### src/hw/rtl/mpq_pkg.sv
// Shared types and codes for the max-priority queue core.
// Used by mpq_cell, max_priority_queue_core and the testbench; depends on nothing.
`default_nettype none

package mpq_pkg;

	localparam int unsigned ENTRY_W = 32;
	localparam int unsigned COUNT_W = 5;

	typedef enum logic {
		KIND_INSERT  = 1'b0,
		KIND_DEQUEUE = 1'b1
	} kind_t;

	typedef enum logic [1:0] {
		ST_OK    = 2'd0,
		ST_EMPTY = 2'd1,
		ST_FULL  = 2'd2
	} status_t;

	// broadcast from the queue control to every cell
	typedef struct packed {
		logic                       ins_en;
		logic                       deq_en;
		logic signed [ENTRY_W-1:0]  value;
	} cell_cmd_t;

endpackage

`default_nettype wire

### src/hw/rtl/mpq_cell.sv
// One slot of the sorted store: holds one entry, compares it with the
// broadcast value and shifts with its neighbors. Depends on mpq_pkg.
`default_nettype none

module mpq_cell (
	input  wire logic                              clk,
	input  wire mpq_pkg::cell_cmd_t                cmd,
	input  wire logic                              occ,         // slot holds a live entry
	input  wire logic                              left_keep,   // upper neighbor keeps its entry
	input  wire logic signed [mpq_pkg::ENTRY_W-1:0] left_entry,
	input  wire logic signed [mpq_pkg::ENTRY_W-1:0] right_entry,
	output logic signed [mpq_pkg::ENTRY_W-1:0]      entry,
	output logic                                    keep
);
	import mpq_pkg::*;

	logic signed [ENTRY_W-1:0] entry_q;

	// equal values stay ahead of the new one
	assign keep  = occ && (entry_q >= cmd.value);
	assign entry = entry_q;

	always_ff @(posedge clk) begin
		if (cmd.ins_en) begin
			if (!keep) begin
				entry_q <= left_keep ? cmd.value : left_entry;
			end
		end else if (cmd.deq_en) begin
			entry_q <= right_entry;
		end
	end

endmodule

`default_nettype wire

### src/hw/rtl/max_priority_queue_core.sv
// Bounded max-priority queue core: a row of mpq_cell slots kept in
// descending order, plus count, result register and stream handshake.
// Depends on mpq_pkg and mpq_cell.
//
//  channel | dir | tdata                        | tuser
//  --------+-----+------------------------------+-----------------------
//  s_*     | in  | [31:0] value                 | [0] kind (0 ins, 1 deq)
//  m_*     | out | [31:0] max_value,[36:32] cnt | [1:0] status
//
// One item per cycle while s_tready is high: every slot decides locally whether
// to keep its entry, take the new value or take a neighbor's entry.
// The result register is loaded on the same edge the input transfer occurs.
// s_tready drops only while a result waits and m_tready is low.
// arst_n clears the count and the result valid flag; slot contents are
// not reset and are only read below the count.
`default_nettype none

module max_priority_queue_core #(
	parameter int unsigned CAPACITY = 16
) (
	input  wire logic        clk,
	input  wire logic        arst_n,
	input  wire logic        s_tvalid,
	output logic             s_tready,
	input  wire logic [31:0] s_tdata,   // [31:0] value
	input  wire logic [0:0]  s_tuser,   // [0] kind
	output logic             m_tvalid,
	input  wire logic        m_tready,
	output logic [39:0]      m_tdata,   // [31:0] max_value, [36:32] count, rest zero
	output logic [1:0]       m_tuser    // [1:0] status
);
	import mpq_pkg::*;

	localparam int unsigned CW = $clog2(CAPACITY + 1);

	logic [CW-1:0]              cnt_q;
	logic [CW-1:0]              cnt_next;
	logic [CW+COUNT_W-1:0]      cnt_wide;
	logic                       xfer_in;
	logic                       is_deq;
	logic                       full;
	logic                       empty;
	cell_cmd_t                  cmd;
	status_t                    status;
	logic signed [ENTRY_W-1:0]  res_value;

	logic signed [ENTRY_W-1:0]  entry [CAPACITY];
	logic                       keep  [CAPACITY];

	logic                       out_valid_q;
	logic signed [ENTRY_W-1:0]  out_value_q;
	logic [COUNT_W-1:0]         out_count_q;
	status_t                    out_status_q;

	assign xfer_in  = s_tvalid && s_tready;
	assign s_tready = !out_valid_q || m_tready;
	assign is_deq   = (kind_t'(s_tuser[0]) == KIND_DEQUEUE);
	assign full     = (cnt_q == CW'(CAPACITY));
	assign empty    = (cnt_q == '0);

	assign cmd.ins_en = xfer_in && !is_deq && !full;
	assign cmd.deq_en = xfer_in && is_deq && !empty;
	assign cmd.value  = s_tdata;

	// status, removed value and new count for this transfer
	always_comb begin
		status    = ST_OK;
		res_value = '0;
		cnt_next  = cnt_q;
		if (is_deq) begin
			if (empty) begin
				status = ST_EMPTY;
			end else begin
				res_value = entry[0];
				cnt_next  = cnt_q - CW'(1);
			end
		end else begin
			if (full) begin
				status = ST_FULL;
			end else begin
				cnt_next = cnt_q + CW'(1);
			end
		end
	end

	// count field is the low bits of the count after this transfer
	assign cnt_wide = (CW + COUNT_W)'(cnt_next);

	// slot row: index 0 holds the maximum
	for (genvar i = 0; i < CAPACITY; i++) begin : g_cell
		logic                      lkeep;
		logic signed [ENTRY_W-1:0] lentry;
		logic signed [ENTRY_W-1:0] rentry;

		if (i == 0) begin : g_head
			assign lkeep  = 1'b1;
			assign lentry = cmd.value;
		end else begin : g_body
			assign lkeep  = keep[i-1];
			assign lentry = entry[i-1];
		end

		if (i == CAPACITY - 1) begin : g_tail
			assign rentry = '0;
		end else begin : g_mid
			assign rentry = entry[i+1];
		end

		mpq_cell u_cell (
			.clk         (clk),
			.cmd         (cmd),
			.occ         (cnt_q > CW'(i)),
			.left_keep   (lkeep),
			.left_entry  (lentry),
			.right_entry (rentry),
			.entry       (entry[i]),
			.keep        (keep[i])
		);
	end

	always_ff @(posedge clk or negedge arst_n) begin
		if (!arst_n) begin
			cnt_q       <= '0;
			out_valid_q <= 1'b0;
		end else begin
			if (xfer_in) begin
				cnt_q       <= cnt_next;
				out_valid_q <= 1'b1;
			end else if (m_tready) begin
				out_valid_q <= 1'b0;
			end
		end
	end

	always_ff @(posedge clk) begin
		if (xfer_in) begin
			out_value_q  <= res_value;
			out_count_q  <= cnt_wide[COUNT_W-1:0];
			out_status_q <= status;
		end
	end

	assign m_tvalid = out_valid_q;
	assign m_tdata  = {3'b000, out_count_q, out_value_q};
	assign m_tuser  = out_status_q;

`ifndef SYNTHESIS
	a_cnt_bound: assert property (@(posedge clk) disable iff (!arst_n)
		cnt_q <= CW'(CAPACITY))
		else $error("held count above capacity");

	a_ins_grow: assert property (@(posedge clk) disable iff (!arst_n)
		cmd.ins_en |=> cnt_q == $past(cnt_q) + CW'(1))
		else $error("insert did not grow the count");

	a_deq_shrink: assert property (@(posedge clk) disable iff (!arst_n)
		cmd.deq_en |=> cnt_q == $past(cnt_q) - CW'(1))
		else $error("dequeue did not shrink the count");

	a_empty_zero: assert property (@(posedge clk) disable iff (!arst_n)
		(m_tvalid && m_tuser != ST_OK) |-> m_tdata[31:0] == '0)
		else $error("failed transfer carries a nonzero value");
`endif

endmodule

`default_nettype wire

### config.mk
export PLATFORM = sky130hd
export DESIGN_NAME = max_priority_queue_core
export DESIGN_NICKNAME = d
export VERILOG_FILES = /design/src/hw/rtl/mpq_pkg.sv /design/src/hw/rtl/mpq_cell.sv /design/src/hw/rtl/max_priority_queue_core.sv
export SDC_FILE = /design/constraint.sdc
export NUM_CORES = 2
export LEC_CHECK = 0
export CORE_MARGIN = 5
export CORE_UTILIZATION = 60
export CTS_BUF_LIST = sky130_fd_sc_hd__clkbuf_16
export CTS_CLUSTER_DIAMETER = 100
export DETAILED_ROUTE_END_ITERATION = 6
export DONT_BUFFER_PORTS = 1
export PLACE_DENSITY = 0.8
export SYNTH_ARGS = -nofsm -noshare
export SYNTH_HDL_FRONTEND = slang
export SYNTH_SLANG_ARGS = --single-unit
### constraint.sdc
create_clock -name clk -period 6.3 [get_ports clk]
set_input_delay 0 -clock clk [delete_from_list [all_inputs] [get_ports clk]]
set_output_delay 0 -clock clk [all_outputs]
set_load 0.02 [all_outputs]
==> parameters.txt <==
Parameter                              Value

Cells and area
  Final Net Count ... 4720
  Post-route cell area ... 0.0434 mm^2
  Area of combinational cells with multiple inputs ... 0.0222 mm^2
  Layout cell share with drive strength beyond 1 ... 0.0569
  Register area ... 0.0167 mm^2
  Number of filler instances in the final layout ... 5059
  Area growth syn-to-layout ... 8.32%

Routing
  Final routed wire length divided by cell count ... 29.5 um
  Via count ... 38600
  Final routed wirelength across all metal layers ... 150 mm
  Post-route DRC ... 8
  Avg Vias per Cell ... 7.56
  Number of iterations in the first detailed-routing pass ... 7
  Post-route ant nets ... 0
  Count of routing violations after the opening detailed-route iteration ... 7984

Clock network
  H-tree depth ... 3
  Clock tree sinks ... 557
  Clock tree from TritonCTS ... yes
  Clock tree root buffer cell ... clkbuf_16
  Count of buffers added by post-CTS timing repair for setup ... 0
  Total CTS buffers ... 66
  Maximum number of buffers from clock root to sink ... 3
  Clock-pin transition on the worst setup and hold timing paths ... 0.06 ns
  Skew-Pair Late Insertion Delay ... 0.64 ns

Global route
  GR Util met2 ... 0.579
  Congestion Overflow GR ... 0
  Number of antenna violations at the first check in global routing ... 13
  Number of global-route vias before repair ... 35800
  Met1 Use GR ... 0.543
  Maximum number of pins on one net before global-route repair ... 219
  Most Used Layer, Global Route ... met2
  Wire length of the first global-routing pass ... 221 mm
  Met3 track demand over resource in global routing ... 0.125
  Overall routing resource usage ... 0.399

STA
  Number of max-slew violations in the final report ... 0
  RSZ-0062 raised after global routing ... no
  Worst hold margin ... 0.0834 ns
  Fmax ... 0.212 GHz
  Period Utilization, post-route ... 0.750
  Transition time at the pin with the least slew margin ... 1.32 ns
  Worst slew margin ... 0.120
  Number of hold violations in the final report ... 0
  Post-route minimum period ... 4.73 ns
  Clock Skew ... 0.0342 ns
  Final setup violation count ... 0
  Accumulated negative setup slack ... 0 ns

Synthesis
  Synth area leaders ... edfxtp_1 41%, ha_1 16%, a31oi_1 5.0%
  Unique cell type count in the Yosys netlist ... 71
  Number of storage elements in the synthesis netlist ... 557
  Most common cell in the synthesized netlist ... edfxtp_1
  Fraction of the yosys area taken by sequential cells ... 0.416
  Syn Area/Cell ... 9.31 um^2
  EDFF count, synth ... 551
  Synthesized instance count ... 4306
  Most frequent cells after synthesis ... 551 x edfxtp_1, 517 x ha_1, 396 x nor2_1
  Top cell type by total area after synthesis ... edfxtp_1
  Share of async-settable or async-resettable flops after synthesis ... 0.0108
  Synth warn ... 0
  Netlist Area Pre-Place ... 0.0401 mm^2
  Primary flip-flop cell chosen by synthesis mapping ... edfxtp_1
  Portion of synthesized cell area occupied by the leading cell type ... 0.413

Critical path
  Highest-delay cell along the critical path ... dlygate4sd3_1
  Max stage delay on crit path ... 1.12 ns
  Most common cell type on the critical path ... buf_4
  Critical-path cell list ... dlygate4sd3_1 -> inv_1 -> buf_4 -> ha_1 -> nand4_1 -> nor4_1 -> buf_4 -> and3_1 -> a221oi_1 -> a211o_2 -> a22o_1 -> buf_4
  Number of cells on the worst reg-to-reg path ... 8
  Max Fanout on Critical Path ... 18
  Critical path startpoint category ... primary input
  Worst Path Class, Setup ... in -> reg
  Number of gates on the worst path with buffers counted ... 12
  FF-to-FF setup slack ... 1.84 ns
  Critical path's top delay family ... buffers and inverters
  Buffering stage count on the worst path with inverters included ... 5
  Data arrival time of the worst path ... 5.02 ns
  CP required ... 6.60 ns
  Endpoint class of the critical path ... flop

Placement
  Area of placed instances ... 0.0409 mm^2
  Final GP Congestion ... 1.02
  Detail Placement HPWL ... 103 mm
  Count of buffers from port buffering ... 0

Floorplan
  Area of the die ... 0.0721 mm^2
  Chip height ... 269 um
  Row count ... 94
  Die X-Extent ... 269 um
  Initial Util ... 0.608
  Number of I/O pins ... 81
  Placeable Area ... 0.0660 mm^2

Flow run
  Max cap viols ... 0

Status
  Violated checks ... DRC
  Run status ... finished, violations left

Min path
  Worst hold path depth ... 4
  Min-Delay Path Class ... in -> reg

Power and ir drop
  Standby leakage power ... 16.8 nW
  Final Total Pwr ... 15.6 mW
  Worst IR drop on VDD ... 0.224 mV
  Power density relative to cell area ... 359 mW/mm^2
repair_timing:
action,in CTS,in global routing
endpoints found under the hold margin,522,0
hold buffers,40,0
resized for setup,0,0
report_power, final:
part	total, mW	internal [mW]	switching, mW
clock network	3.85	2.18	1.67
logic	6.00	1.81	4.19
registers	5.76	5.04	0.728
total	15.6	9.03	6.59
logic make-up after synthesis:
| family | synth area share |
|---|---|
| simple gates | 0.172 |
| flops | 0.416 |
| buf+inv | 0.0395 |
| other cells | 0.0000935 |
| mux | 0.00911 |
| compound gates | 0.201 |
| fa+ha+maj | 0.161 |
| xor+xnor | 0.000874 |
path summary, 6_finish.rpt:
| kind | to | from |
|---|---|---|
| max | g_cell[14].u_cell.entry[6] | s_tdata[23] |
| min | g_cell[9].u_cell.entry[15] | s_tdata[15] |
| max reg2reg | g_cell[6].u_cell.entry[5] | cnt_q[3] |
| min reg2reg | g_cell[0].u_cell.entry[28] | g_cell[1].u_cell.entry[28] |
| max in group asynchronous | cnt_q[4] | arst_n |
| min in group asynchronous | cnt_q[3] | arst_n |
worst register-to-register path, cell delays in order (launching register included):
cell,delay (ns)
dfrtp_1,0.55
nor2_1,0.94
nand2_1,0.26
and2_1,0.31
a32oi_2,0.24
buf_4,0.49
nand2_1,0.18
o21ai_4,0.74
buf_4,0.41
registers in the layout, summed over array words and instances (netlist names):
| register | cells |
|---|---|
| m_tvalid | 1 |
| out_count_q | 5 |
| m_tuser | 2 |
| g_cell.u_cell.entry | 512 |
| out_value_q | 32 |
| cnt_q | 5 |
metrics by stage:
step                cells  setup slack, ns   util
floorplan            4308             1.46      -
global placement     4922             2.02  0.620
detailed placement   4922             1.99  0.620
CTS                  5080             1.83  0.658
global route         5085             1.59  0.658
finish               5101             1.57  0.658
final cells by class:
class / instances / share of cell area
inverters: 69 / 0.00596
multi-input cells: 3352 / 0.511
diodes: 21 / 0.00121
clock inverters: 51 / 0.00948
flip-flops and latches: 557 / 0.384
clock buffers: 67 / 0.0386
well taps: 864 / 0.0249
repair buffers: 120 / 0.0247
placed cells by master, fill, tap and decap left out, types with 33 or more instances in the layout:
cell type / n
nand2_1: 380
inv_1: 80
and3_1: 43
o21ai_0: 369
clkbuf_16: 67
a21oi_1: 242
a21o_1: 33
nand4_1: 187
edfxtp_1: 551
o211ai_1: 144
nor2_1: 396
ha_1: 517
nand3_1: 364
buf_4: 75
dlygate4sd3_1: 39
a31oi_1: 320
metal layers:
metal	wire (um)	vias to the layer above
met3	26300	660
met2	62300	3585
met4	8880	12
met5	131	-
li1	-	16400
met1	52800	17900
No activity file was read; power rests on OpenSTA's default activity.
